--- src/design/right_triangle_solver_top_defines.svh ---
// ---------------------------------------------------------------------------
// Right triangle solver assertion macros
// Clocked assertion shorthands on clk_i with rst_ni as disable.
// ---------------------------------------------------------------------------
`ifndef RIGHT_TRIANGLE_SOLVER_TOP_DEFINES_SVH
`define RIGHT_TRIANGLE_SOLVER_TOP_DEFINES_SVH

// Property checked at every edge out of reset.
`define RTS_ASSERT(label, prop, msg) \
  label: assert property (@(posedge clk_i) disable iff (!rst_ni) (prop)) else $error(msg);

// Consequence checked in the cycle after the antecedent.
`define RTS_ASSERT_NEXT(label, ante, cons, msg) \
  label: assert property (@(posedge clk_i) disable iff (!rst_ni) (ante) |=> (cons)) \
    else $error(msg);

`endif

--- src/design/rts_pkg.sv ---
// ---------------------------------------------------------------------------
// Right triangle solver package
// Shared widths, constants, arctangent table and status type.
// ---------------------------------------------------------------------------
package rts_pkg;

  localparam int HypW       = 17;
  localparam int AngleW     = 16;
  localparam int AngleShift = 5;
  localparam int AngleRound = 1 << (AngleShift - 1);
  localparam int ZQW        = AngleW + AngleShift;
  localparam int NormW      = 40;
  localparam int NormSteps  = 6;
  localparam int CordW      = 43;
  localparam int ZW         = 23;
  localparam int AtanSteps  = 24;

  localparam logic [HypW-1:0]       HypMax    = '1;
  localparam logic signed [ZW-1:0]  HalfPiQ20 = 23'sd1647099;
  localparam logic [ZQW-1:0]        HalfPiU   = 21'd1647099;

  localparam logic signed [ZW-1:0] AtanQ20 [AtanSteps] = '{
    23'sd823550, 23'sd486170, 23'sd256879, 23'sd130396,
    23'sd65451,  23'sd32757,  23'sd16383,  23'sd8192,
    23'sd4096,   23'sd2048,   23'sd1024,   23'sd512,
    23'sd256,    23'sd128,    23'sd64,     23'sd32,
    23'sd16,     23'sd8,      23'sd4,      23'sd2,
    23'sd1,      23'sd0,      23'sd0,      23'sd0
  };

  typedef struct packed {
    logic valid;
    logic degenerate;
  } out_stat_t;

endpackage

--- src/design/rts_hyp_pipe.sv ---
// ---------------------------------------------------------------------------
// Right triangle solver hypotenuse path
// Squares, sum, one square-root digit per stage, rounding and saturation.
// ---------------------------------------------------------------------------
module rts_hyp_pipe #(
  parameter int SIDE_WIDTH = 16,
  parameter int DEPTH      = 23
) (
  input  logic                     clk_i,
  input  logic [DEPTH:0]           en_i,
  input  logic [SIDE_WIDTH-1:0]    side_a_i,
  input  logic [SIDE_WIDTH-1:0]    side_b_i,
  output logic [rts_pkg::HypW-1:0] hyp_o
);

  localparam int PW     = 2 * SIDE_WIDTH;
  localparam int RB     = SIDE_WIDTH + 1;
  localparam int SqW    = 2 * RB;
  localparam int RemW   = RB + 2;
  localparam int CmpW   = (RB + 1 > rts_pkg::HypW) ? RB + 1 : rts_pkg::HypW;
  localparam int HypLen = RB + 3;
  localparam int DlyN   = DEPTH - HypLen;

  logic [SIDE_WIDTH-1:0]    ra_q;
  logic [SIDE_WIDTH-1:0]    rb_q;
  logic [PW-1:0]            sa_q;
  logic [PW-1:0]            sb_q;
  logic [SqW-1:0]           s_q    [RB+1];
  logic [RemW-1:0]          rem_q  [RB+1];
  logic [RB-1:0]            root_q [RB+1];
  logic [rts_pkg::HypW-1:0] hy_q   [DlyN+1];

  function automatic logic [RemW+RB-1:0] sqrt_digit(input logic [RemW-1:0] rem,
                                                    input logic [RB-1:0]   root,
                                                    input logic [1:0]      pair);
    logic [RemW-1:0] sh;
    logic [RemW-1:0] trial;
    sh    = {rem[RemW-3:0], pair};
    trial = {root, 2'b01};
    if (sh >= trial) begin
      return {sh - trial, root[RB-2:0], 1'b1};
    end
    return {sh, root[RB-2:0], 1'b0};
  endfunction

  function automatic logic [rts_pkg::HypW-1:0] round_sat(input logic [RemW-1:0] rem,
                                                         input logic [RB-1:0]   root);
    logic [CmpW-1:0] r;
    r = CmpW'(root) + CmpW'(rem > RemW'(root));
    if (r > CmpW'(rts_pkg::HypMax)) begin
      return rts_pkg::HypMax;
    end
    return r[rts_pkg::HypW-1:0];
  endfunction

  always_ff @(posedge clk_i) begin
    if (en_i[0]) begin
      ra_q <= side_a_i;
      rb_q <= side_b_i;
    end
    if (en_i[1]) begin
      sa_q <= PW'(ra_q) * PW'(ra_q);
      sb_q <= PW'(rb_q) * PW'(rb_q);
    end
    if (en_i[2]) begin
      s_q[0]    <= SqW'(sa_q) + SqW'(sb_q);
      rem_q[0]  <= '0;
      root_q[0] <= '0;
    end
    for (int j = 0; j < RB; j++) begin
      if (en_i[3+j]) begin
        s_q[j+1]                  <= s_q[j];
        {rem_q[j+1], root_q[j+1]} <= sqrt_digit(rem_q[j], root_q[j],
                                                s_q[j][2*(RB-1-j) +: 2]);
      end
    end
    if (en_i[HypLen]) begin
      hy_q[0] <= round_sat(rem_q[RB], root_q[RB]);
    end
    for (int d = 1; d <= DlyN; d++) begin
      if (en_i[HypLen+d]) begin
        hy_q[d] <= hy_q[d-1];
      end
    end
  end

  assign hyp_o = hy_q[DlyN];

endmodule

--- config.mk ---
export PLATFORM = sky130hd
export DESIGN_NAME = rts_hyp_pipe
export DESIGN_NICKNAME = d
export VERILOG_FILES = /design/src/design/right_triangle_solver_top_defines.svh /design/src/design/rts_pkg.sv /design/src/design/rts_hyp_pipe.sv
export SDC_FILE = /design/constraint.sdc
export NUM_CORES = 2
export LEC_CHECK = 0
export ABC_AREA = 1
export BUFFER_PORTS_ARGS = -buffer_cell sky130_fd_sc_hd__buf_2
export CORE_ASPECT_RATIO = 1.4
export CORE_MARGIN = 3
export CORE_UTILIZATION = 25
export DETAILED_ROUTE_END_ITERATION = 16
export MAX_ROUTING_LAYER = met4
export PLACE_DENSITY = 0.45
export SETUP_SLACK_MARGIN = 0.5
export SYNTH_ARGS = -nofsm -noshare
export SYNTH_HDL_FRONTEND = slang
export SYNTH_SLANG_ARGS = --single-unit
--- constraint.sdc ---
create_clock -name clk_i -period 8.7 [get_ports clk_i]
set_clock_uncertainty 0.15 [all_clocks]
set_input_delay 1.74 -clock clk_i [delete_from_list [all_inputs] [get_ports clk_i]]
set_output_delay 1.74 -clock clk_i [all_outputs]
set_load 0.005 [all_outputs]
# Word level (Yosys, flattened, before mapping)
# Memories as Yosys holds them, arrays and structs flattened.
# Index checks and enable logic that the tools add are counted.
# totals
regBits	540
ramBits	680
in_bits	57
output_inout_bits	17
word_cells	214
mem_count	2
# classes
addsub	19
multipliers	2
n_lt_le_gt_ge	19
mux	117
# memory_table
memory	words	width	read_ports	rd_clocked_by_memory_dff	write_ports	line	text
s_q	18	34	17	0	18	rts_hyp_pipe.sv:28	logic [SqW-1:0] s_q [RB+1];
hy_q	4	17	4	0	4	rts_hyp_pipe.sv:31	logic [rts_pkg::HypW-1:0] hy_q [DlyN+1];
# ops
cell	n
$mux W34	31
$mux W1	80
$mux W36	2
$mul A16 B16 Y32	2
$mux W17	3
$add A32 B32 Y33	1
$ge A19 B10 Y1	1
$ge A19 B11 Y1	1
$ge A19 B12 Y1	1
$ge A19 B13 Y1	1
$ge A19 B14 Y1	1
$ge A19 B15 Y1	1
$ge A19 B16 Y1	1
$ge A19 B17 Y1	1
$ge A19 B18 Y1	1
$ge A19 B3 Y1	1
$ge A19 B4 Y1	1
$ge A19 B5 Y1	1
$ge A19 B6 Y1	1
$ge A19 B7 Y1	1
$ge A19 B8 Y1	1
$ge A19 B9 Y1	1
$gt A19 B17 Y1	1
$mux W19	1
other kinds (20)	20

# Depth between registers and ports, before layout
# logic_depth
depth_word	7
mapped_depth	27
ltp_nobuf	25

# Least setup slack after synthesis
# OpenSTA, ideal clock, no wires.
# synth_timing
kind	reg-to-reg
start	reg ra_q[1]
end	reg sa_q[26] (data pin)
setup_ps	253
t_arrival_ps	5335
t_required_ps	8297
path_slack_ps	2962
path_stages_with_launch	20
path_buffers	2
synth_period_minus_slack_ps	5738
cell_sequence	edfxtp_1 -> clkbuf_1 -> clkbuf_1 -> nand2_1 -> fa_1 -> inv_1 -> fa_1 -> fa_1 -> fa_1 -> fa_1 -> inv_1 -> fa_1 -> inv_1 -> ha_1 -> nand2_1 -> nor2_1 -> a21oi_1 -> or2_2 -> nand4_1 -> nand2_1
# synth_between
elab_chain_len	1
# synth_lines
item	line	text
from (decl)	rts_hyp_pipe.sv:24	logic [SIDE_WIDTH-1:0] ra_q;
from (signal assigned)	rts_hyp_pipe.sv:58	ra_q <= side_a_i;
$mul A16 B16 Y32	rts_hyp_pipe.sv:62	sa_q <= PW'(ra_q) * PW'(ra_q);
to (signal assigned)	rts_hyp_pipe.sv:62	
to (decl)	rts_hyp_pipe.sv:26	logic [PW-1:0] sa_q;
# No other way between the ends.
# A chain may end at the register's enable or synchronous reset.

# Final worst setup path
# layout_timing
start	reg rb_q[0]
end	reg sb_q[28] (data pin)
# layout_between
elab_chain_len	1
# layout_lines
item	line	text
from (decl)	rts_hyp_pipe.sv:25	logic [SIDE_WIDTH-1:0] rb_q;
from (signal assigned)	rts_hyp_pipe.sv:59	rb_q <= side_b_i;
$mul A16 B16 Y32	rts_hyp_pipe.sv:63	sb_q <= PW'(rb_q) * PW'(rb_q);
to (signal assigned)	rts_hyp_pipe.sv:63	
to (decl)	rts_hyp_pipe.sv:27	logic [PW-1:0] sb_q;
# No other way between the ends.

==> metrics.md <==
| Metric | Value |
|---|---|
| Unique masters post-synth | `58` |
| Hold Violations, Final | `0` |
| Final worst path period share | `72.58%` |
| CP top delay family | `adder cells` |
| Cell Area, Synth | `0.06010 sq mm` |
| Sequential cell area fraction in the yosys report | `44.37%` |
| HPWL after DPL | `126800 microns` |
| Syn_nets | `7347` |
| Setup crit start kind | `flip-flop` |
| Largest net degree at the start of global routing | `between 60 and 70` |
| Max-cap violation count | `0` |
| I/O Buffers | `73` |
| Outcome | `finished, final reports clean` |
| Gr usage total | `between 10% and 20%` |
| Final Max Tran Viols | `0` |
| Final Critical Period | `6.315 ns` |
| Residual DRC | `0` |
| Core footprint | `0.2387 sq mm` |
| Reg clk slew, reported paths | `0.06 ns` |
| Setup TNS Final | `0 ns` |
| Slowest stage delay, CP | `0.96 ns` |
| First-pass GRT wire length | `roughly 240000 microns` |
| TritonRoute pass-1 iters | `5` |
| DR iter-0 viols | `between 2000 and 2500` |
| Setup bufs post-CTS | `0` |
| Slew margin rel. | `27.97%` |
| Die H | `586.2 microns` |
| Yosys reg bits | `888` |
| Rows | `approximately 210` |
| Layout area overhead | `11.96%` |
| Hold_buf cts | `0` |
| Clk sinks | `888` |
| Post-DRT Antenna Nets | `0` |
| Yosys warning count | `0` |
| Max Fanout on Critical Path | `17` |
| Worst hold path class | `flip-flop to flip-flop` |
| Overflow after GRT | `0` |
| Main synth FF type | `edfxtp_1` |
| Worst Tran Pin Value | `between 1 and 1.5 ns` |
| Setup CP Type | `flip-flop to flip-flop` |
| Nets | `7435` |
| Io pins | `74` |
| Clk buf depth | `3` |
| CTS tree | `yes` |
| FFs w/ async S/R, synth | `0%` |
| Worst-skew pair later-pin latency | `approximately 0.70 ns` |
| Final WL | `between 150000 and 200000 microns` |
| DR WL/cell | `15.84 microns` |
| Max Fclk | `158.4 MHz` |
| RSZ-0062 raised after global routing | `no` |
| Worst EP arrival | `about 6.6 ns` |
| Number of CTS-inserted buffers | `101` |
| Setup violators final | `0` |
| Routed vias | `about 42000` |
| Die X | `420.4 microns` |
| Slowest CP cell | `edfxtp_1` |
| Syn_area_per_cell | `9.189 sq um` |
| CP bufs+invs | `4` |
| Initial core utilization | `25.18%` |
| Post-synth EDFFs | `just under 900` |
| CP Cell Sequence | `nand2_1 -> xor2_1 -> ha_1 -> inv_1 -> fa_1 -> inv_1 -> fa_1 -> fa_1 -> fa_1 -> inv_1 -> fa_1 -> inv_1 -> ha_1 -> nand2_1 -> nor2_1 -> nand2_1 -> nor2_1 -> nand2_1 -> nand3_1 -> nand2_1` |
| CTS root buf | `clkbuf_16` |
| CP required | `9.01 ns` |
| Setup crit end kind | `flip-flop` |
| Initial antenna violation count | `8` |
| Vias in the first global route | `44460` |
| Post-Syn Instances | `6541` |
| Full die area | `approximately 0.25 sq mm` |
| Share of cells above drive strength 1 | `4.824%` |
| Placer congestion estimate | `between 0.9 and 1` |
| Vias per std cell | `4.285` |
| H-tree depth | `3` |
| PostCTS Resize Cnt | `0` |
metrics by stage:
step	setup slack (ns)	utilization, %	cell area [sq um]	instances	hold WS, ns
2_1_floorplan	2.962	-	60100	6541	0.2503
4_1_cts	2.331	28.18	67280	9819	0.2374
5_1_grt	1.947	28.19	67290	9823	0.2340
6_report	2.385	28.19	67290	9823	0.2433
3_3_place_gp	2.395	26.76	63890	9629	0.2507
3_5_place_dp	2.369	26.76	63890	9629	0.2545
layout by cell type, fill, tap and decap left out, drive strengths merged, types with 3 or more instances in the layout:
cell      synthesis  final
nand4            79     79
a21oi           278    278
nand3           402    402
xnor2            50     50
clkinvlp          0      5
diode             0      4
edfxtp          888    888
nor3             66     66
clkinv            1     45
and3              4      4
o21ai           184    184
bufinv            0     12
and2              5      5
nand3b           33     33
a21o              5      5
nor4             11     11
ha              421    421
clkbuf           61    125
fa              328    328
o21bai           30     30
nor2            406    406
nand2          1747   1747
o21a              3      3
buf              37     83
a21boi            7      7
xor2            131    131
or2              16     16
inv            1334   1338
a31oi             3      3
worst paths after layout:
kind | startpoint | to | slack, ns | cells past startpoint
max | rb_q[0]$_DFFE_PP_ | sb_q[28]$_DFFE_PP_ | 2.39 | 20
min reg2reg | s_q[12][5]$_DFFE_PP_ | s_q[13][5]$_DFFE_PP_ | 0.24 | 0
min | s_q[12][5]$_DFFE_PP_ | s_q[13][5]$_DFFE_PP_ | 0.24 | 0
max reg2reg | rb_q[0]$_DFFE_PP_ | sb_q[28]$_DFFE_PP_ | 2.39 | 20
cell usage after synthesis (11+ instances only):
master	n	area (sq um)
a21oi_1	269	1346
buf_2	13	65.06
buf_6	14	157.7
clkbuf_1	60	225.2
edfxtp_1	888	26670
fa_1	328	6566
ha_1	421	5268
inv_1	1328	4985
nand2_1	1727	6482
nand2_2	12	75.07
nand3_1	400	2002
nand3b_1	32	240.2
nand4_1	78	488.0
nor2_1	383	1438
nor2_2	17	106.4
nor3_1	60	300.3
nor4_1	11	68.82
o21ai_0	160	800.8
o21ai_1	17	85.08
o21bai_1	30	225.2
or2_2	13	81.33
xnor2_1	50	437.9
xor2_1	131	1147
routing by layer:
layer	up-vias	GRT usage, %	wire length, microns
met5	-	-	0
met4	0	4.393	5684
met3	274	1.622	4660
met2	646	26.12	89390
met1	20020	12.66	55830
li1	21150	-	-
flip-flops by register name (all words and copies together) (netlist names):
name    flops
rb_q       16
root_q    153
sa_q       31
rem_q     268
sb_q       31
hy_q       68
s_q       305
ra_q       16
kinds of logic after synthesis:
family	Yosys count	synth area share, %
simple gates	2772	19.41
buf+inv	1433	9.235
flops	888	44.37
fa+ha+maj	749	19.69
compound gates	517	4.657
xor+xnor	181	2.638
other cells	1	0.006239
final cells by class:
class / instances / area, sq um
fillers: 25360 / 171400
diodes: 4 / 10.01
inverters: 1335 / 5011
multi-input cells: 4220 / 27890
clock inverters: 65 / 779.5
well taps: 3103 / 3882
clock buffers: 125 / 2618
flip-flops and latches: 888 / 26670
repair buffers: 83 / 440.4
Power is left out: the tool's default activity adds up to more than one toggle a clock period on the data nets, which glitch-free logic cannot reach.
