===== src/design/right_triangle_solver_top_defines.svh =====
// ---------------------------------------------------------------------------
// Right triangle solver assertion macros
// Clocked assertion shorthands on clk_i with rst_ni as disable.
// ---------------------------------------------------------------------------
`ifndef RIGHT_TRIANGLE_SOLVER_TOP_DEFINES_SVH
`define RIGHT_TRIANGLE_SOLVER_TOP_DEFINES_SVH

// Property checked at every edge out of reset.
`define RTS_ASSERT(label, prop, msg) \
  label: assert property (@(posedge clk_i) disable iff (!rst_ni) (prop)) else $error(msg);

// Consequence checked in the cycle after the antecedent.
`define RTS_ASSERT_NEXT(label, ante, cons, msg) \
  label: assert property (@(posedge clk_i) disable iff (!rst_ni) (ante) |=> (cons)) \
    else $error(msg);

`endif


===== src/design/rts_pkg.sv =====
// ---------------------------------------------------------------------------
// Right triangle solver package
// Shared widths, constants, arctangent table and status type.
// ---------------------------------------------------------------------------
package rts_pkg;

  localparam int HypW       = 17;
  localparam int AngleW     = 16;
  localparam int AngleShift = 5;
  localparam int AngleRound = 1 << (AngleShift - 1);
  localparam int ZQW        = AngleW + AngleShift;
  localparam int NormW      = 40;
  localparam int NormSteps  = 6;
  localparam int CordW      = 43;
  localparam int ZW         = 23;
  localparam int AtanSteps  = 24;

  localparam logic [HypW-1:0]       HypMax    = '1;
  localparam logic signed [ZW-1:0]  HalfPiQ20 = 23'sd1647099;
  localparam logic [ZQW-1:0]        HalfPiU   = 21'd1647099;

  localparam logic signed [ZW-1:0] AtanQ20 [AtanSteps] = '{
    23'sd823550, 23'sd486170, 23'sd256879, 23'sd130396,
    23'sd65451,  23'sd32757,  23'sd16383,  23'sd8192,
    23'sd4096,   23'sd2048,   23'sd1024,   23'sd512,
    23'sd256,    23'sd128,    23'sd64,     23'sd32,
    23'sd16,     23'sd8,      23'sd4,      23'sd2,
    23'sd1,      23'sd0,      23'sd0,      23'sd0
  };

  typedef struct packed {
    logic valid;
    logic degenerate;
  } out_stat_t;

endpackage


===== src/design/rts_pipe_ctrl.sv =====
// ---------------------------------------------------------------------------
// Right triangle solver pipeline control
// Per-stage valid bits, stage enables with bubble collapse, zero-leg flag.
// ---------------------------------------------------------------------------
`include "right_triangle_solver_top_defines.svh"

module rts_pipe_ctrl #(
  parameter int DEPTH = 23
) (
  input  logic               clk_i,
  input  logic               rst_ni,
  input  logic               in_valid_i,
  input  logic               zero_i,
  input  logic               out_ready_i,
  output logic               in_ready_o,
  output logic [DEPTH:0]     en_o,
  output rts_pkg::out_stat_t stat_o
);

  logic [DEPTH:0] v_q;
  logic [DEPTH:0] deg_q;
  logic           in_acc;
  logic           out_acc;

  always_comb begin
    logic [DEPTH:0] low;
    for (int k = 0; k <= DEPTH; k++) begin
      low     = ((DEPTH+1)'(1) << k) - (DEPTH+1)'(1);
      en_o[k] = out_ready_i || ((v_q | low) != '1);
    end
  end

  always_ff @(posedge clk_i or negedge rst_ni) begin
    if (!rst_ni) begin
      v_q <= '0;
    end else begin
      if (en_o[0]) begin
        v_q[0] <= in_valid_i;
      end
      for (int k = 1; k <= DEPTH; k++) begin
        if (en_o[k]) begin
          v_q[k] <= v_q[k-1];
        end
      end
    end
  end

  always_ff @(posedge clk_i) begin
    if (en_o[0]) begin
      deg_q[0] <= zero_i;
    end
    for (int k = 1; k <= DEPTH; k++) begin
      if (en_o[k]) begin
        deg_q[k] <= deg_q[k-1];
      end
    end
  end

  assign in_ready_o        = en_o[0];
  assign stat_o.valid      = v_q[DEPTH];
  assign stat_o.degenerate = deg_q[DEPTH];
  assign in_acc            = in_valid_i && in_ready_o;
  assign out_acc           = v_q[DEPTH] && out_ready_i;

  `RTS_ASSERT(a_ready_with_room, !v_q[DEPTH] |-> in_ready_o, "input stalled with empty output stage")
  `RTS_ASSERT_NEXT(a_count_hold, !in_acc && !out_acc, $countones(v_q) == $past($countones(v_q)), "item count changed while idle")
  `RTS_ASSERT_NEXT(a_count_gain, in_acc && !out_acc, $countones(v_q) == $past($countones(v_q)) + 1, "accepted item lost")
  `RTS_ASSERT_NEXT(a_count_drop, !in_acc && out_acc, $countones(v_q) + 1 == $past($countones(v_q)), "delivered item repeated")

endmodule


===== config.mk =====
export PLATFORM = sky130hd
export DESIGN_NAME = rts_pipe_ctrl
export DESIGN_NICKNAME = d
export VERILOG_FILES = /design/src/design/rts_pkg.sv /design/src/design/rts_pipe_ctrl.sv
export VERILOG_INCLUDE_DIRS = /design/src /design/src/design
export SDC_FILE = /design/constraint.sdc
export NUM_CORES = 1
export LEC_CHECK = 0
export BUFFER_PORTS_ARGS = -buffer_cell sky130_fd_sc_hd__buf_4
export CORE_MARGIN = 4
export CORE_UTILIZATION = 49
export CTS_CLUSTER_DIAMETER = 80
export CTS_CLUSTER_SIZE = 8
export DETAILED_ROUTE_END_ITERATION = 10
export PLACE_DENSITY = 0.75
export SETUP_SLACK_MARGIN = 0.3
export SYNTH_ARGS = -nofsm -noshare
export SYNTH_HDL_FRONTEND = slang
export SYNTH_SLANG_ARGS = --single-unit

===== constraint.sdc =====
create_clock -name clk_i -period 2.5 [get_ports clk_i]
set_clock_uncertainty 0.05 [all_clocks]
set_input_delay 0.625 -clock clk_i [delete_from_list [all_inputs] [get_ports clk_i]]
set_output_delay 0.625 -clock clk_i [all_outputs]
set_load 0.05 [all_outputs]

# After elaboration in Yosys (flattened, before gate mapping)
# Cells that the tools add are included.
# totals
wordCells	96
out_inout_bits	27
register_bits	48
# op_classes
n_reduce_logical	24
n_eq_ne	23
bitwise_logic	1
# ops
op	count
1-bit logical OR	24
24-bit != test, second input constant	1
23-bit != test, second input constant	1
22-bit != test, second input constant	1
21-bit != test, second input constant	1
20-bit != test, second input constant	1
19-bit != test, second input constant	1
18-bit != test, second input constant	1
17-bit != test, second input constant	1
16-bit != test, second input constant	1
15-bit != test, second input constant	1
14-bit != test, second input constant	1
13-bit != test, second input constant	1
12-bit != test, second input constant	1
11-bit != test, second input constant	1
10-bit != test, second input constant	1
9-bit != test, second input constant	1
8-bit != test, second input constant	1
7-bit != test, second input constant	1
6-bit != test, second input constant	1
5-bit != test, second input constant	1
4-bit != test, second input constant	1
3-bit != test, second input constant	1
2-bit != test, second input constant	1
1-bit inverter	1

# Logic depth before layout (Yosys ltp)
# Gate-level depths: netlist of run 1.
# depth
depth_word	2
mapped_depth	5
mapped_depth_nobuf	4

# Worst setup path before layout of run 1
# OpenSTA, ideal clock, no wires.
# synth_path
path_type	input to output
from	input port out_ready_i
to	output port en_o[0]
setup_slack_ns	-0.712
stages	5
t_arrival_ns	2.537
path_cell_list	nand4b_4 nor2_8 inv_2 or4_1 buf_4
# synth_between
elab_chain_len	1
# synth_lines
element	line	rtl
start, declared	rts_pipe_ctrl.sv:14	input logic out_ready_i,
1-bit logical OR	rts_pipe_ctrl.sv:29	en_o[k] = out_ready_i || ((v_q | low) != '1);
end, declared	rts_pipe_ctrl.sv:16	output logic [DEPTH:0] en_o,
# Every way passes these cells.

# Worst setup path in the final report of run 1
# layout_path
from	register v_q[21]
to	output port in_ready_o
# layout_between
elab_chain_len	2
# layout_lines
element	line	rtl
start, declared	rts_pipe_ctrl.sv:20	logic [DEPTH:0] v_q;
start signal, assigned by index	rts_pipe_ctrl.sv:42	v_q[k] <= v_q[k-1];
24-bit != test	rts_pipe_ctrl.sv:29	
1-bit logical OR	rts_pipe_ctrl.sv:29	
end, declared	rts_pipe_ctrl.sv:15	output logic in_ready_o,
# Every way passes these cells.

==> results.toml, run 1 <==
[synth]
synth.distinct_cells = 31
synth_fa_ha_area_share_pct = 0
syn-instance-count = 123
yosysSeqAreaShare_pct = 70.8
synth_compound_area_share_pct = 8.11
ys_seq_elements = 48
syn_area_per_cell_um2 = 15.2
synth_top_family_by_area = "simple AND/OR/NAND/NOR gates"
ys_warn_count = 0
syn_area_um2 = 1870
syn_nets = 128
synthXorXnorAreaFrac_pct = 0
muxShareOfSynthArea_pct = 0
synth-simple-area-share_pct = 16.9

[route]
avgRoutedWirePerCell_um = 19.3
via_count = 1470
drtPass1Iterations = 5
drc = 0
drt_wl_total_um = 5140
ant_nets = 0
drtIter0Drc = 115
viasPerCell = 5.51

[placement]
place_hpwl_um = 2590
globalplace.congestion = 0.741
pre_cts_ws_ps = -22.5
portBuffers = 31

[clock_tree]
cts_buffers = 5
cts_buffer_depth = 2
cts_hold_buf = 0
clkTransAtPathRegs_ps = 90
clk_latency_ps = 310
htree_levels = 2
cts_sinks = 48
cts_tree = "done"
cts_root_buf = "clkbuf_8"

[setup_path]
worstSetupStartpointType = "flip-flop"
cp_slowest_cell = "or4_4"
timing.reg2reg.setup_slack_ps = 100
end_kind = "output pin"
cp_cell_sequence = "nand4b_4 > nor2_8 > inv_8 > or4_4 > buf_6"
arrival_ps = 1870
critPathRequiredTime_ps = 1820
critPathKind = "reg2out"
cpPeakStageDelay_ps = 510
crit_fanout = 6
crit_buf_inv = 2
critical_path.top_delay_family = "simple AND/OR/NAND/NOR gates"

[sta]
hold_violations = 0
finalCritPeriodShare_pct = 102
relSlewSlack_pct = 79.4
max_clock_freq_ghz = 0.394
rsz0062_at_grt = "true"
tightest_slew_ps = 309
slew_viol_final = 0
setup_ws_ps = -41.0
setup_viol_count_final = 8
finalCriticalPeriod_ps = 2540

[finish]
final_util_pct = 83.4
diodes = 0
final.fill_count = 169
drive_gt1_share_pct = 64.8
multi_input_area_um2 = 598
nets = 223
seqCellArea_um2 = 1320
synthToLayoutAreaGrowth_pct = 63.6

[grt]
grt_start_max_net_pins = 25
top_usage_layer = "met2"
use_met1_pct = 24.1
grt_use_met2_pct = 32.5
first_global_vias = 1461
grt_pass1_wl_um = 7320
gr-usage-met3_pct = 4.93
antenna_found_initial = 0
grt.total_usage_pct = 19.2
grt.overflow.total = 0

[worst_hold_path]
hold_class = "in2async"

[floorplan]
rows = 22
core_area_um2 = 3660
dieArea_um2 = 4860
die_x_um = 69.7
num_io_pins = 32
initial_core_util_pct = 51.0
die_h_um = 69.7

[run_status]
status = "complete, but fails checks"
violations = "setup timing"

[pwr]
power_density_nw_per_um2 = 665
p_leak_nw = 1.33
peakVddDrop_uv = 519

[run]
max_cap_violations = 0
logic make-up after synthesis:
family,count (synthesis)
compound gates,17
buf+inv,14
flops,48
simple gates,44
worst reg2reg max path, stage by stage (launching register included):
cell and delay, ps:
dfrtp_1 460, nand4b_4 190, buf_6 170, nor3_4 220, buf_6 150, nand4_1 140, buf_4 180, buf_6 110
buf_6 110, buf_6 100, buf_6 100, buf_6 100, buf_6 100
cell usage in the layout, fill, tap and decap left out, types with 4 or more instances in the layout:
cell / instances
nand2b_1: 6
inv_1: 4
nand4_1: 5
buf_6: 29
buf_4: 52
a31o_2: 6
buf_8: 14
clkbuf_8: 5
nand3_4: 6
dfrtp_1: 22
edfxtp_1: 24
flip-flops by register name, summed over array words and instances (netlist names):
register	flops
deg_q	24
v_q	24
path summary, 6_finish.rpt:
path | start | endpoint | cells past startpoint
worst max-delay path | v_q[21] | in_ready_o | 5
worst min-delay path | rst_ni | v_q[21] | 1
worst max register to register | v_q[21] | deg_q[6] | 12
worst min register to register | deg_q[10] | deg_q[11] | 0
max in group asynchronous | rst_ni | v_q[17] | 1
min in group clk_i | deg_q[10] | deg_q[11] | 0
report_power, final:
group / internal [mW] / switching [mW] / leakage (nW) / total, mW
Sequential: 0.933 / 0.0608 / 0.519 / 0.994
Combinational: 0.263 / 0.300 / 0.770 / 0.563
Clock: 0.198 / 0.277 / 0.0404 / 0.476
Total: 1.39 / 0.638 / 1.33 / 2.03
final cells by class:
cell class                 instances  area share (%)
inverter                           6            1.07
tap                               48            1.97
timing repair buffer              96            31.0
clock inverter                     3           0.778
sequential                        48            43.3
clock buffer                       5            2.25
multi-input combinational         61            19.6
per-stage QoR:
step                instance area, µm²  setup TNS (ps)  total power [mW]  std cells  hold slack [ps]
detailed placement                2250           -43.8              1.35        209              355
floorplan                         1900           -2080              1.23        123              279
global route                      3050           -1070              2.12        267              151
finish                            3050            -198              2.03        267              143
CTS                               2770               0              1.91        247              160
global placement                  2250           -7.42              1.33        209              354
synthesized netlist by cell type, drive strengths merged:
master   n  area, µm²
or2      3       18.8
nand2    5       18.8
nand2b   6       37.5
o31ai    1       7.51
inv      6       22.5
nor2     1       20.0
a31o     6       52.6
a41o     4       41.3
o41ai    2       17.5
nand3b   1       7.51
edfxtp  24        721
or4      2       15.0
or3      2       15.0
buf      8       56.3
and2     2       15.0
nand3    9       45.0
or2b     1       7.51
and3     1       6.26
a21o     4       32.5
dfrtp   24        601
nand4b   1       23.8
nand4    6       52.6
and4     3       27.5
nor3     1       5.00
timing repair:
item / in CTS / in global routing
setup buffers: 30 / 20
pin swaps: 9 / 7
resized for setup: 57 / 28
endpoints found under the setup margin: 20 / 23
per-layer routing:
metal,share of wire [%],vias to the layer above
li1,-,655
met3,6.5,15
met2,52,59
met5,0,-
met1,39,741
met4,2.0,0
Power figures use the tool's default switching activity.
==> inputs of run 2 (changes only) <==
--- a/config.mk
+++ b/config.mk
@@ -12,7 +12,7 @@
 export CTS_CLUSTER_DIAMETER = 80
 export CTS_CLUSTER_SIZE = 8
 export DETAILED_ROUTE_END_ITERATION = 10
-export PLACE_DENSITY = 0.75
+export PLACE_DENSITY_LB_ADDON = 0.12
 export SETUP_SLACK_MARGIN = 0.3
 export SYNTH_ARGS = -nofsm -noshare
 export SYNTH_HDL_FRONTEND = slang
==> results.toml, run 2 (synthesized netlist as in run 1, its figures left out) <==
[placement]
dpl.cell_count = 210
pre_cts_ws_ps = -53.0
place_hpwl_um = 2430
globalplace.congestion = 0.776
portBuffers = 31

[setup_path]
crit_buf_inv = 3
critPathRequiredTime_ps = 1820
timing.reg2reg.setup_slack_ps = 510
cpPeakStageDelay_ps = 520
cp_slowest_cell = "or4_4"
arrival_ps = 1840
critPathKind = "in2out"
crit_fanout = 6
worstSetupStartpointType = "input pin"
end_kind = "output pin"
r2r-start = "v_q[15]"
r2r-end = "deg_q[5]"
reg2regPathDepth = 9
worstSetupStartpoint = "out_ready_i"
crit_path_end = "in_ready_o"
critical_path.top_delay_family = "simple AND/OR/NAND/NOR gates"
crit_cells = 6
cp_cell_sequence = "buf_6 > nand4b_4 > nor2_8 > inv_8 > or4_4 > buf_8"

[finish]
instances_no_fill = 268
drive_gt1_share_pct = 65.5
nets = 224
final_cell_mix = "buf_4 (67), edfxtp_1 (24), dfrtp_1 (22)"
synthToLayoutAreaGrowth_pct = 65.1
diodes = 0
layout_commonest_cell = "buf_4"
reg_top3 = "deg_q x24, v_q x24"
final_util_pct = 84.2

[pwr]
p_switching_mw = 0.587
power_density_nw_per_um2 = 716
p_leak_nw = 1.37
internal-power_mw = 1.62
p_seq_share_pct = 44.9
clock_power_share_pct = 32.6
peakVddDrop_uv = 476
pwr-share-comb_pct = 22.6
p_sw_share_pct = 26.6

[run]
max_cap_violations = 0

[floorplan]
rows = 22
die_x_um = 69.7
num_io_pins = 32
core_area_um2 = 3660
die_h_um = 69.7
initial_core_util_pct = 51.0
dieArea_um2 = 4860

[sta]
finalCriticalPeriod_ps = 2520
setup_viol_count_final = 2
slew_viol_final = 0
fin_tns_setup_ps = -32.5
setup_ws_ps = -16.3
tightest_slew_ps = 328
hold_violations = 0
finalCritPeriodShare_pct = 101
relSlewSlack_pct = 78.1
max_clock_freq_ghz = 0.397
rsz0062_at_grt = "true"

[grt]
grt_start_max_net_pins = 25
grt_pass1_wl_um = 7040
grt.overflow.total = 0
antenna_found_initial = 0
grt.total_usage_pct = 18.5
first_global_vias = 1426

[clock_tree]
cts_sinks = 48
clk_latency_ps = 300
cts_root_buf = "clkbuf_8"
cts_buffer_depth = 2
cts_hold_buf = 0
htree_levels = 2
cts_buffers = 5
cts_tree = "done"
clkTransAtPathRegs_ps = 90

[route]
ant_nets = 0
drtPass1Iterations = 4
via_count = 1386
viasPerCell = 5.17
drtIter0Drc = 87
drt_wl_total_um = 4310
avgRoutedWirePerCell_um = 16.1
drc = 0

[run_status]
violations = "setup timing"
status = "complete, but fails checks"

[worst_hold_path]
hold_class = "in2async"
run 2: cell types whose count changed in the layout (fill, tap and decap cells not counted), moves of 2 or more:
cell / delta
clkinvlp_4: -2
bufinv_16: +2
buf_4: +15
buf_6: -18
buf_8: +4
run 2: repair_timing:
action	in CTS	in global routing
endpoints found under the setup margin	21	22
gates cloned	1	0
setup buffers	31	18
pin swaps	12	5
resized for setup	55	22
run 2: power by group through the flow:
stage               Combinational (mW)  Sequential [mW]  Clock (mW)
floorplan                        0.247            0.984           0
global placement                 0.340            0.996           0
detailed placement               0.348             1.00           0
CTS                              0.413            0.987       0.733
global route                     0.527             1.00       0.766
finish                           0.498            0.991       0.719
run 2: layout make-up:
cell class	count	area, µm²
clock buffers	6	93.8
clock inverters	2	60.1
fillers	178	579
inverters	6	32.5
multi-input cells	61	609
flip-flops and latches	48	1320
well taps	48	60.1
repair buffers	97	902
run 2: routing by layer:
metal	vias up	global-route usage, %	share of wire (%)
li1	657	-	-
met2	28	30.6	52
met3	7	5.36	3.2
met1	694	23.1	43
met5	-	0	0
met4	0	6.60	1.6
run 2: how the worst min path moves through the flow:
stage / start / to / cells after the start
finish: rst_ni / v_q[20] / 1
CTS: rst_ni / v_q[3] / 1
detailed placement: deg_q[2] / deg_q[3] / 0
global placement: deg_q[20] / deg_q[21] / 0
floorplan: rst_ni / v_q[0] / 0
global route: rst_ni / v_q[3] / 1
run 2: metrics by stage:
stage / area [µm²] / total power [mW] / hold slack, ps
2_1_floorplan: 1900 / 1.23 / 279
3_3_place_gp: 2260 / 1.34 / 353
3_5_place_dp: 2260 / 1.35 / 358
4_1_cts: 2860 / 2.13 / 163
5_1_grt: 3080 / 2.30 / 170
6_report: 3080 / 2.21 / 158
==> inputs of run 3 (changes only) <==
--- a/config.mk
+++ b/config.mk
@@ -6,7 +6,7 @@
 export SDC_FILE = /design/constraint.sdc
 export NUM_CORES = 1
 export LEC_CHECK = 0
-export BUFFER_PORTS_ARGS = -buffer_cell sky130_fd_sc_hd__buf_4
+export BUFFER_PORTS_ARGS = -buffer_cell sky130_fd_sc_hd__buf_2
 export CORE_MARGIN = 4
 export CORE_UTILIZATION = 49
 export CTS_CLUSTER_DIAMETER = 80
@@ -14,6 +14,7 @@
 export DETAILED_ROUTE_END_ITERATION = 10
 export PLACE_DENSITY_LB_ADDON = 0.12
 export SETUP_SLACK_MARGIN = 0.3
+export SLEW_MARGIN = 20
 export SYNTH_ARGS = -nofsm -noshare
 export SYNTH_HDL_FRONTEND = slang
 export SYNTH_SLANG_ARGS = --single-unit
==> results.toml, run 3 (synthesized netlist as in run 1, its figures left out) <==
[run_status]
status = "complete, but fails checks"
violations = "setup timing"

[setup_path]
worstSetupStartpointType = "input pin"
cpPeakStageDelay_ps = 510
crit_buf_inv = 3
critPathKind = "in2out"
end_kind = "output pin"
reg2regPathDepth = 10
crit_fanout = 6
critical_path.top_delay_family = "simple AND/OR/NAND/NOR gates"
cp_slowest_cell = "or4_4"
crit_cells = 6
arrival_ps = 1830
critPathRequiredTime_ps = 1820
cpMostUsedCell = "buf_6"
cp_cell_sequence = "buf_6 > nand4b_4 > nor2_8 > inv_8 > or4_4 > buf_6"

[placement]
portBuffers = 31
place_hpwl_um = 2340
globalplace.congestion = 0.778
pre_cts_ws_ps = -28.7

[route]
drtPass1Iterations = 4
viasPerCell = 5.25
drc = 0
ant_nets = 0
avgRoutedWirePerCell_um = 17.4
drt_wl_total_um = 4670
drtIter0Drc = 116
via_count = 1406

[grt]
antenna_found_initial = 0
grt.total_usage_pct = 17.5
first_global_vias = 1333
grt.overflow.total = 0
grt_pass1_wl_um = 6600
grt_start_max_net_pins = 25

[pwr]
power_density_nw_per_um2 = 670
internal-power_mw = 1.43
p_leak_nw = 1.34
p_seq_share_pct = 49.4
peakVddDrop_uv = 430
p_sw_share_pct = 28.9
pwr-share-comb_pct = 23.5
clock_power_share_pct = 27.1
p_switching_mw = 0.583

[floorplan]
initial_core_util_pct = 51.0
dieArea_um2 = 4860
core_area_um2 = 3660
die_h_um = 69.7
die_x_um = 69.7
rows = 22
num_io_pins = 32

[finish]
synthToLayoutAreaGrowth_pct = 61.1
seqCellArea_um2 = 1320
layout_commonest_cell = "buf_4"
reg_top3 = "deg_q x24, v_q x24"
nets = 224
final_cell_mix = "buf_4 (59), edfxtp_1 (24), dfrtp_1 (22)"
drive_gt1_share_pct = 65.0
final.fill_count = 208
multi_input_area_um2 = 611
diodes = 0

[sta]
holdWs_ps = 248
setup_ws_ps = -3.50
relSlewSlack_pct = 63.7
slew_viol_final = 0
tightest_slew_ps = 544
rsz0062_at_grt = "true"
hold_violations = 0
finalCriticalPeriod_ps = 2500
max_clock_freq_ghz = 0.399
fin_tns_setup_ps = -3.50
finalCritPeriodShare_pct = 100
setup_viol_count_final = 1

[clock_tree]
cts_tree = "done"
clk_latency_ps = 300
clkTransAtPathRegs_ps = 90
cts_buffer_depth = 2
cts_buffers = 5
cts_hold_buf = 0
cts_root_buf = "clkbuf_8"
htree_levels = 2
cts_sinks = 48

[worst_hold_path]
hold_class = "in2async"

[run]
max_cap_violations = 0
run 3: cell types whose count changed in the layout (fill, tap and decap cells not counted), sizes merged:
| cell | change |
|---|---|
| bufinv | -1 |
| clkinv | +1 |
run 3: final cells by class:
cell class	count	area share, %
flip-flops and latches	48	44.0
clock inverters	2	1.16
repair buffers	97	29.0
clock buffers	6	2.41
multi-input cells	61	20.3
inverters	6	1.08
well taps	48	2.00
run 3: what timing repair did:
item                                    in CTS  in global routing
setup buffers                               24                 25
pin swaps                                   11                  7
resized for setup                           72                 22
gates cloned                                 1                  0
endpoints found under the setup margin      21                 21
run 3: worst register-to-register path: cells and delay by family (launching register included):
kind | cells | cell delay [ps]
compound gates | 1 | 170
flops | 1 | 420
buf+inv | 7 | 890
simple gates | 2 | 390
run 3: final timing paths:
kind | slack (ps) | startpoint | endpoint
setup / recovery | -4 | out_ready_i | en_o[0]
hold / removal | 250 | rst_ni | v_q[3]
setup reg to reg | 540 | v_q[21] | v_q[3]
hold reg to reg | 370 | deg_q[10] | deg_q[11]
max in group asynchronous | 1750 | rst_ni | v_q[23]
min in group clk_i | 370 | deg_q[10] | deg_q[11]
run 3: power by group through the flow:
stage          clock, mW  combinational [mW]  sequential (mW)
3_3_place_gp           0               0.316            0.996
6_report           0.547               0.474            0.995
5_1_grt            0.595               0.500             1.01
4_1_cts            0.554               0.376            0.987
3_5_place_dp           0               0.321             1.00
2_1_floorplan          0               0.247            0.984
run 3: per-stage QoR:
stage	instances	total power [mW]	utilization (%)	cell area, µm²
after floorplan	123	1.23	-	1900
after global placement	210	1.31	59.6	2180
after detailed placement	210	1.32	59.6	2180
after CTS	243	1.92	74.3	2720
after global routing	268	2.10	82.2	3010
final	268	2.02	82.2	3010
run 3: metal layers:
layer  vias up  global-route usage (%)  wire [µm]
met2        38                    27.6       2390
met5         -                       0          0
met1       705                    23.1       2010
li1        652                       -          -
met4         0                    5.96         68
met3        11                    5.22        202
